--- src/design/pks_pkg.sv ---
package pks_pkg;

  localparam int unsigned KEY_CODES = 256;
  localparam int unsigned KEY_W     = 8;
  localparam int unsigned CODE_SPACE = 1 << KEY_W;
  localparam int unsigned CNT_W     = KEY_W + 1;
  localparam int unsigned INFO_W    = 32;
  localparam int unsigned REQ_W     = 3;
  localparam int unsigned IN_DATA_W  = 48;
  localparam int unsigned OUT_DATA_W = 56;

  typedef enum logic [REQ_W-1:0] {
    REQ_PRESS   = 3'd0,
    REQ_RELEASE = 3'd1,
    REQ_CLEAR   = 3'd2,
    REQ_READ    = 3'd3,
    REQ_TEST    = 3'd4
  } req_e;

  typedef struct packed {
    logic accept;
    logic apply;
    logic load;
  } pks_cmd_t;

  typedef struct packed {
    logic out_free;
  } pks_status_t;

endpackage

--- src/design/pks_ctrl.sv ---
module pks_ctrl
  import pks_pkg::*;
(
  input  logic        clk_i,
  input  logic        rst_ni,
  input  logic        in_valid_i,
  output logic        in_ready_o,
  input  pks_status_t status_i,
  output pks_cmd_t    cmd_o
);

  typedef enum logic [2:0] {
    ST_IDLE  = 3'b001,
    ST_APPLY = 3'b010,
    ST_RESP  = 3'b100
  } state_e;

  state_e state_q, state_d;

  always_ff @(posedge clk_i or negedge rst_ni) begin
    if (!rst_ni) begin
      state_q <= ST_IDLE;
    end else begin
      state_q <= state_d;
    end
  end

  always_comb begin
    state_d      = state_q;
    cmd_o.accept = 1'b0;
    cmd_o.apply  = 1'b0;
    cmd_o.load   = 1'b0;
    in_ready_o   = 1'b0;
    case (state_q)
      ST_IDLE: begin
        in_ready_o = 1'b1;
        if (in_valid_i) begin
          cmd_o.accept = 1'b1;
          state_d      = ST_APPLY;
        end
      end
      ST_APPLY: begin
        cmd_o.apply = 1'b1;
        state_d     = ST_RESP;
      end
      ST_RESP: begin
        if (status_i.out_free) begin
          cmd_o.load = 1'b1;
          state_d    = ST_IDLE;
        end
      end
      default: begin
        state_d = ST_IDLE;
      end
    endcase
  end

endmodule

--- config.mk ---
export PLATFORM = sky130hd
export DESIGN_NAME = pks_ctrl
export DESIGN_NICKNAME = d
export VERILOG_FILES = /design/src/design/pks_pkg.sv /design/src/design/pks_ctrl.sv
export SDC_FILE = /design/constraint.sdc
export NUM_CORES = 1
export LEC_CHECK = 0
export BUFFER_PORTS_ARGS = -buffer_cell sky130_fd_sc_hd__buf_2
export CAP_MARGIN = 5
export CORE_AREA = 2 2 39 41
export DETAILED_ROUTE_END_ITERATION = 10
export DIE_AREA = 0 0 41 43
export SLEW_MARGIN = 40
export SYNTH_ARGS = -nofsm -noshare
export SYNTH_HDL_FRONTEND = slang
export SYNTH_SLANG_ARGS = --single-unit
--- constraint.sdc ---
create_clock -name clk_i -period 0.94 [get_ports clk_i]
set_input_delay 0.094 -clock clk_i [delete_from_list [all_inputs] [get_ports clk_i]]
set_output_delay 0.094 -clock clk_i [all_outputs]
set_load 0.02 [all_outputs]
Yosys cells after proc, flatten, opt, wreduce, memory -nomap -nowiden. Cells that the tools add are included.

Mux-type cells: 9. Eq/ne operators: 5. Reductions and logical operators: 1.

Operator list (number): $pmux W3 S3 (1); $mux W1 (6); $mux W3 (2); $ne A2 B2 Y1 const B (2); $eq A3 B1 Y1 const B (1); $eq A3 B2 Y1 const B (1); $eq A3 B3 Y1 const B (1); $reduce_and A2 Y1 (1).

Register bits: 3. Output and inout bits: 4. Logic and storage cells: 16. Input bits: 4.

Logic depth before layout (Yosys ltp). Gate-level depths: netlist (run 1).

Depth in word-level cells: 3. Depth in mapped cells: 2. Mapped depth without buffers: 2.

Worst setup path after synthesis (run 1). No wires, ideal clock.

Path kind: reg-to-output. Start point: register state_q[0]. End point: output in_ready_o. Required time: 846 ps. Setup slack: -235 ps. Path buffers: 0. Arrival time: 1081 ps. Cell stages (with the launch flop): 2. Cells stage by stage: dfstp_2 -> nor3b_1.

Cells in the longest elaborated chain, start to end: 2.

RTL lines: from (decl) (line pks_ctrl.sv:18) `state_e state_q, state_d;`; from (signal assigned) (line pks_ctrl.sv:24) `state_q <= state_d;`; $eq A3 B1 Y1 (line pks_ctrl.sv:34) `case (state_q)`; $mux W1 (line pks_ctrl.sv:34); to (decl) (line pks_ctrl.sv:7) `output logic in_ready_o,`.

Every way passes these cells.

==> flow_summary.yaml, run 1 <==
worst_setup_path:
  crit_arrival_ns: 1.19
  path_max_fanout: 6
  end_kind: "primary output"
  cp_cell_sequence: "and4bb_2, buf_6"
  critPathLaunchType: "flop"
  critPathRequiredTime_ns: 0.85
  cpPeakStageDelay_ns: 0.56
  criticalPathCategory: "flop to primary output"
  cp_slowest_cell: "dfstp_2"
yosys:
  synth_nets: 16
  syn_inst: 12
  yosysSeqAreaShare_pct: 47.3
  yosysWarnings: 0
  ys_seq_elements: 3
  syn_area_sq_um: 161
  syn_area_per_cell_sq_um: 13.5
  synth_cell_types: 9
timing:
  worst_slew_pin_slew_ns: 0.255
  setup_violations: 6
  slew_violations: 0
  fin_skew_ns: 0.000389
  tns_ns: -1.47
  fin_crit_sh_pct: 136
  setup_slack_ns: -0.342
  slew_headroom_pct: 82.7
  hold_violations: 0
  rsz0062_at_grt: "true"
  fin_crit_ns: 1.28
  fmax_ghz: 0.780
die:
  core-area_sq_um: 1380
  initial_core_util_pct: 11.7
  placementRows: 14
  dieArea_sq_um: 1760
  die_h_um: 43
  boundaryPins: 8
  dieWidth_um: 41
layout:
  drive_above_1_share_pct: 77.8
  reg.largest.list: "state_q x3"
  top_register: "state_q"
  area_growth_pct: 88.4
  nFillCells: 149
  final_nets: 32
  largest_reg_flops: 3
  diodes: 0
route:
  drt_pass1_iterations: 2
  ant_nets: 0
  wirelength_um: 377
  drt-initial-drc-count: 2
  vias_per_cell: 3.37
  wire_per_inst_um: 8.77
  drc: 0
  vias: 145
clock_network:
  clk_latency_ns: 0.23
  h-tree-depth: 1
  clkTransAtPathRegs_ns: 0.04
  numCtsBuffers: 3
  cts.sinks: 3
  cts_tree: "done"
  cts_root_buffer: "clkbuf_4"
  clockBufferDepth: 2
global_route:
  grt_pass1_vias: 126
  grt_usage_pct: 5.13
  grt_max_degree: 7
  grt_pass1_wl_um: 503
  overflow: 0
  antenna_found_initial: 0
worst_hold_path:
  min_path_type: "primary input to async pin"
power_and_ir_drop:
  switching_share_pct: 32.9
  seq_power_share_pct: 28.6
  p_int_uw: 588
  total_leakage_power_uw: 0.000140
  comb_power_share_pct: 45.2
  power_switching_uw: 288
  power_uw: 876
  pwr_density_cell_nw_per_um2: 2880
  peakVddDrop_v: 0.000745
  clkPwrFrac_pct: 26.1
run_status:
  status: "complete, but fails checks"
  violations: "setup timing"
run:
  max_cap_violations: 0
placement:
  io_buffers: 7
  gp_congestion: 0.625
## cell usage after synthesis, drive strengths merged
cell | n | area [sq um]
or2 | 1 | 6.26
nor3b | 2 | 20.0
dfrtp | 2 | 50.1
nor3 | 1 | 5.00
dfstp | 1 | 26.3
and4bb | 3 | 37.5
nor4b | 1 | 8.76
buf | 1 | 7.51
## layout make-up
class                   count  area, sq um  share of cell area (%)
multi-input cells           8         87.6                    28.8
clock buffers               4         26.3                    8.64
repair buffers             12         93.8                    30.9
well taps                  16         20.0                    6.58
flip-flops and latches      3         76.3                    25.1
## power groups by stage
stage	sequential (uW)	combinational [uW]	clock, uW
detailed placement	252	349	0
global route	262	422	248
finish	251	396	229
floorplan	241	221	0
global placement	256	344	0
CTS	251	395	235
## layout by cell type (no fill, tap or decap)
cell and n:
buf_2 4, buf_4 4, and4bb_2 3, clkbuf_4 3, buf_6 3, nor3b_2 2, dfrtp_1 2, nor4b_1 1
nor3_2 1, or2_1 1, clkbuf_1 1, dlygate4sd3_1 1, dfstp_2 1
## metal layers
metal  track usage (%)  share of wire (%)  vias to the layer above  routed length (um)
met5                 0                  0                        -                   0
met4              6.00                  0                        0                   0
met3              4.71                 14                        0                  53
met2              5.31                 36                       10                 136
met1              5.18                 50                       60                 188
li1                  -                  -                       75                   -
## worst max-delay path, delay by kind of cell, from the launching register on
kind          cells  cell delay (ns)
flops             1             0.56
simple gates      1             0.26
buf+inv           1             0.13
## through the flow
step	area [sq um]	worst slack, ns	hold WS [ns]	std cells	utilization, %
2_1_floorplan	171	-0.0538	-0.202	12	-
3_3_place_gp	249	-0.135	-0.108	38	18.0
3_5_place_dp	249	-0.129	-0.108	38	18.0
4_1_cts	300	-0.354	0.180	43	21.7
5_1_grt	304	-0.375	0.189	43	22.0
6_report	304	-0.342	0.182	43	22.0
## path summary, 6_finish.rpt
| check | startpoint | end | slack, ns | cells past startpoint |
|---|---|---|---|---|
| hold reg to reg | state_q[0]$_DFFE_PN1P_ | state_q[1]$_DFFE_PN0P_ | 0.65 | 1 |
| min in group clk_i | in_valid_i | state_q[1]$_DFFE_PN0P_ | 0.18 | 2 |
| hold / removal | rst_ni | state_q[1]$_DFFE_PN0P_ | 0.18 | 2 |
| max in group asynchronous | rst_ni | state_q[0]$_DFFE_PN1P_ | 0.56 | 2 |
| setup reg to reg | state_q[0]$_DFFE_PN1P_ | state_q[2]$_DFFE_PN0P_ | -0.13 | 3 |
| setup / recovery | state_q[0]$_DFFE_PN1P_ | cmd_o[0] | -0.34 | 2 |
## cell families (layout without fill, tap and decap cells)
group | after synthesis | in the layout | synth area share, %
flops | 3 | 3 | 47.3
simple gates | 8 | 8 | 48.1
buf+inv | 1 | 16 | 4.65
## what timing repair did
action | 4_1_cts | 5_1_grt
endpoints found under the setup margin | 6 | 6
gates resized for setup | 5 | 1
endpoints found under the hold margin | 3 | 0
pin swaps | 2 | 1
hold buffers | 1 | 0
setup buffers | 0 | 0
(Power assumes the default switching activity.)
==> inputs of run 2 (changes only) <==
Settings changed: PLACE_DENSITY from default to 0.3.
==> flow_summary.yaml, run 2 (synthesis results as in run 1) <==
layout:
  drive_above_1_share_pct: 83.3
  utilization_pct: 24.6
  reg.largest.list: "state_q x3"
  largest_reg_flops: 3
  diodes: 0
  final_common_cell: "buf_4"
  fin_cells: 46
  top_register: "state_q"
  final_nets: 35
  nFillCells: 157
  finalInstanceArea_sq_um: 340
  area_growth_pct: 111
  final_cell_mix: "buf_4, buf_6, and4bb_2, clkbuf_4, buf_2"
run_status:
  violations: "setup timing"
  status: "complete, but fails checks"
global_route:
  antenna_found_initial: 0
  grt_usage_pct: 6.45
  grt_pass1_wl_um: 655
  grt_pass1_vias: 164
  overflow: 0
  grt_max_degree: 7
worst_setup_path:
  end_kind: "primary output"
  crit_arrival_ns: 1.17
  critPathLaunchType: "flop"
  critPathRequiredTime_ns: 0.85
  critPathBufInv: 1
  cpPeakStageDelay_ns: 0.56
  criticalPathCategory: "flop to primary output"
  cp_slowest_cell: "dfstp_2"
  path_delay_family: "flip-flops"
  path_max_fanout: 6
  cp_cell_sequence: "and4bb_2, buf_6"
run:
  max_cap_violations: 0
timing:
  slew_headroom_pct: 83.1
  worst_slew_pin_slew_ns: 0.250
  fin_skew_ns: 0.00176
  rsz0062_at_grt: "true"
  setup_slack_ns: -0.319
  setup_violations: 6
  fin_crit_sh_pct: 134
  hold_violations: 0
  fmax_ghz: 0.794
  whs_ns: 0.189
  slew_violations: 0
  fin_crit_ns: 1.26
clock_network:
  clockBufferDepth: 2
  h-tree-depth: 1
  cts_tree: "done"
  numCtsBuffers: 3
  clk_latency_ns: 0.23
  cts_root_buffer: "clkbuf_4"
  cts.sinks: 3
  clkTransAtPathRegs_ns: 0.04
die:
  placementRows: 14
  initial_core_util_pct: 11.7
  core-area_sq_um: 1380
  boundaryPins: 8
  dieArea_sq_um: 1760
  die_h_um: 43
  dieWidth_um: 41
worst_hold_path:
  min_path_type: "primary input to async pin"
route:
  drc: 0
  drt-initial-drc-count: 2
  vias: 166
  wl_met2_um: 218
  met1_length_um: 148
  drt_pass1_iterations: 2
  wire_per_inst_um: 8.70
  wl_met3_um: 33
  vias_per_cell: 3.61
  ant_nets: 0
  wirelength_um: 400
  routed.top_layer: "met3"
power_and_ir_drop:
  comb_power_share_pct: 51.7
  power_uw: 990
  pwr_density_cell_nw_per_um2: 2910
  total_leakage_power_uw: 0.000156
  peakVddDrop_v: 0.000627
  p_int_uw: 677
  switching_share_pct: 31.7
  seq_power_share_pct: 25.7
  power_switching_uw: 314
  clkPwrFrac_pct: 22.6
placement:
  dp_hpwl_um: 271
  place_area_sq_um: 241
  dp_cells: 37
  gp_congestion: 0.619
  io_buffers: 7
run 2: per-stage QoR:
| stage | TNS (ns) | setup WS (ns) |
|---|---|---|
| 5_1_grt | -1.90 | -0.368 |
| 3_3_place_gp | -0.530 | -0.146 |
| 6_report | -1.61 | -0.319 |
| 4_1_cts | -1.61 | -0.334 |
| 3_5_place_dp | -0.546 | -0.141 |
| 2_1_floorplan | -0.137 | -0.0538 |
run 2: power by group through the flow:
stage	Clock, uW	Sequential [uW]	Combinational, uW
after floorplan	0	241	221
after global placement	0	257	332
after detailed placement	0	255	332
after CTS	236	254	470
after global routing	253	268	541
final	223	255	512
run 2: routing by layer:
metal  global-route usage (%)  vias to the layer above
met4                     6.00                        0
met3                     6.28                        0
met5                        0                        -
met1                     5.54                       80
met2                     8.13                        4
li1                         -                       82
run 2: worst paths after layout:
path / start / to / slack, ns / cells after the start
max in group asynchronous: rst_ni / state_q[0]$_DFFE_PN1P_ / 0.56 / 2
min reg2reg: state_q[0]$_DFFE_PN1P_ / state_q[1]$_DFFE_PN0P_ / 0.65 / 1
max: state_q[0]$_DFFE_PN1P_ / cmd_o[0] / -0.32 / 2
max reg2reg: state_q[2]$_DFFE_PN0P_ / state_q[0]$_DFFE_PN1P_ / -0.27 / 5
min in group clk_i: in_valid_i / state_q[1]$_DFFE_PN0P_ / 0.20 / 2
min: rst_ni / state_q[2]$_DFFE_PN0P_ / 0.19 / 2
run 2: worst register-to-register path: cells and delay by family, from the launching register on:
family,cells,cell delay (ns)
buf+inv,3,0.38
flops,1,0.40
simple gates,2,0.37
run 2: repair_timing:
item | 4_1_cts | 5_1_grt
endpoints found under the setup margin | 6 | 6
hold buffers | 1 | 0
buffers inserted | 3 | 1
cloned | 0 | 0
endpoints found under the hold margin | 3 | 0
pin swaps | 4 | 1
resized for setup | 8 | 2
run 2: cell type report:
cell class                 count  area [sq um]  area share [%]
timing repair buffer          15           123            36.0
multi-input combinational      8          93.8            27.6
sequential                     3          77.6            22.8
clock buffer                   4          26.3            7.72
tap                           16          20.0            5.88
==> inputs of run 3 (changes only) <==
Clock period 0.94 ns to 1.4 ns, I/O delays scaled along.
==> flow_summary.yaml, run 3 (synthesis results as in run 1) <==
run_status:
  status: "complete, no violations"
die:
  placementRows: 14
  die_h_um: 43
  core-area_sq_um: 1380
  boundaryPins: 8
  dieArea_sq_um: 1760
  dieWidth_um: 41
  initial_core_util_pct: 11.7
global_route:
  antenna_found_initial: 0
  grt_pass1_vias: 157
  grt_pass1_wl_um: 600
  overflow: 0
  grt_max_degree: 7
  grt_usage_pct: 5.94
timing:
  slew_violations: 0
  fin_crit_ns: 1.32
  fmax_ghz: 0.760
  hold_violations: 0
  slew_headroom_pct: 79.3
  worst_slew_pin_slew_ns: 0.306
  fin_crit_sh_pct: 93.9
  rsz0062_at_grt: "false"
  setup_violations: 0
  fin_skew_ns: 0.00265
  tns_ns: 0
placement:
  io_buffers: 7
  dp_cells: 34
  gp_congestion: 0.608
power_and_ir_drop:
  total_leakage_power_uw: 0.000110
  peakVddDrop_v: 0.000558
  pwr_density_cell_nw_per_um2: 2040
layout:
  final_cell_mix: "buf_2, and4bb_2, clkbuf_4"
  final_nets: 28
  fin_cells: 39
  area_growth_pct: 53.5
  nFillCells: 152
  largest_reg_flops: 3
  top_register: "state_q"
  reg.largest.list: "state_q x3"
  diodes: 0
  drive_above_1_share_pct: 65.2
  final_common_cell: "buf_2"
route:
  vias_per_cell: 3.41
  drt-initial-drc-count: 1
  drt_pass1_iterations: 2
  ant_nets: 0
  drc: 0
  wire_per_inst_um: 8.95
  wirelength_um: 349
  vias: 133
clock_network:
  clk_latency_ns: 0.23
  cts_root_buffer: "clkbuf_4"
  clkTransAtPathRegs_ns: 0.04
  numCtsBuffers: 3
  cts.sinks: 3
  clockBufferDepth: 2
  h-tree-depth: 1
  cts_tree: "done"
worst_setup_path:
  crit_arrival_ns: 1.18
  path_max_fanout: 6
  end_kind: "primary output"
  critPathRequiredTime_ns: 1.26
  criticalPathCategory: "flop to primary output"
  critPathLaunchType: "flop"
run:
  max_cap_violations: 0
worst_hold_path:
  min_path_type: "primary input to async pin"
-- run 3: cell types whose count changed in the layout (fill, tap and decap cells not counted) --
cell,change
buf_2,+3
buf_4,-6
buf_6,-4
dfrtp_1,+1
dfrtp_2,-1
nor3_1,+1
nor3_4,-1
nor3b_1,+1
nor3b_2,-1
-- run 3: metrics by stage --
| step | cell area, sq um | hold WS [ns] | total power (uW) | utilization, % | setup slack, ns |
|---|---|---|---|---|---|
| after floorplan | 161 | -0.156 | 296 | - | 0.179 |
| after global placement | 209 | -0.0647 | 347 | 15.1 | 0.304 |
| after detailed placement | 209 | -0.0602 | 349 | 15.1 | 0.301 |
| after global routing | 248 | 0.229 | 546 | 17.9 | 0.0197 |
| after CTS | 245 | 0.223 | 513 | 17.7 | 0.0435 |
| final | 248 | 0.231 | 504 | 17.9 | 0.0848 |
-- run 3: final cells by class --
type                            count  area [sq um]  share of cell area (%)
Clock buffer                        4          26.3                    10.6
Multi-Input combinational cell      8          77.6                    31.3
Sequential cell                     3          76.3                    30.8
Tap cell                           16          20.0                    8.08
Timing Repair Buffer                8          47.5                    19.2
-- run 3: what timing repair did --
item / CTS / global route
resized for setup: 0 / 1
hold endpoints to repair: 3 / 0
setup buffers: 0 / 0
hold buffers: 1 / 0
setup endpoints to repair: 0 / 1
-- run 3: worst paths after layout --
check | startpoint | end | slack (ns) | cells after the start
worst max register to register | state_q[2]$_DFFE_PN0P_ | state_q[0]$_DFFE_PN1P_ | 0.42 | 2
worst max-delay path | state_q[0]$_DFFE_PN1P_ | cmd_o[2] | 0.08 | 2
worst min register to register | state_q[0]$_DFFE_PN1P_ | state_q[1]$_DFFE_PN0P_ | 0.65 | 1
worst min-delay path | rst_ni | state_q[1]$_DFFE_PN0P_ | 0.23 | 2
min in group clk_i | in_valid_i | state_q[1]$_DFFE_PN0P_ | 0.24 | 2
max in group asynchronous | rst_ni | state_q[0]$_DFFE_PN1P_ | 0.97 | 2
-- run 3: routing by layer --
metal  routed length [um]  global-route usage [%]
met1                  159                    6.15
met2                  141                    5.94
met3                   48                    4.71
met4                    0                    8.00
met5                    0                       0
-- run 3: critical path: stages, from the launching register on --
cell and delay, ns:
dfstp_2 0.56, and4bb_2 0.25, buf_4 0.14
-- run 3: where the power goes --
part,internal [uW],leakage (uW),switching (uW),total (uW)
Sequential,128,0.0000371,41.2,169
Clock,107,0.0000150,44.3,151
Combinational,93.4,0.0000584,90.7,184
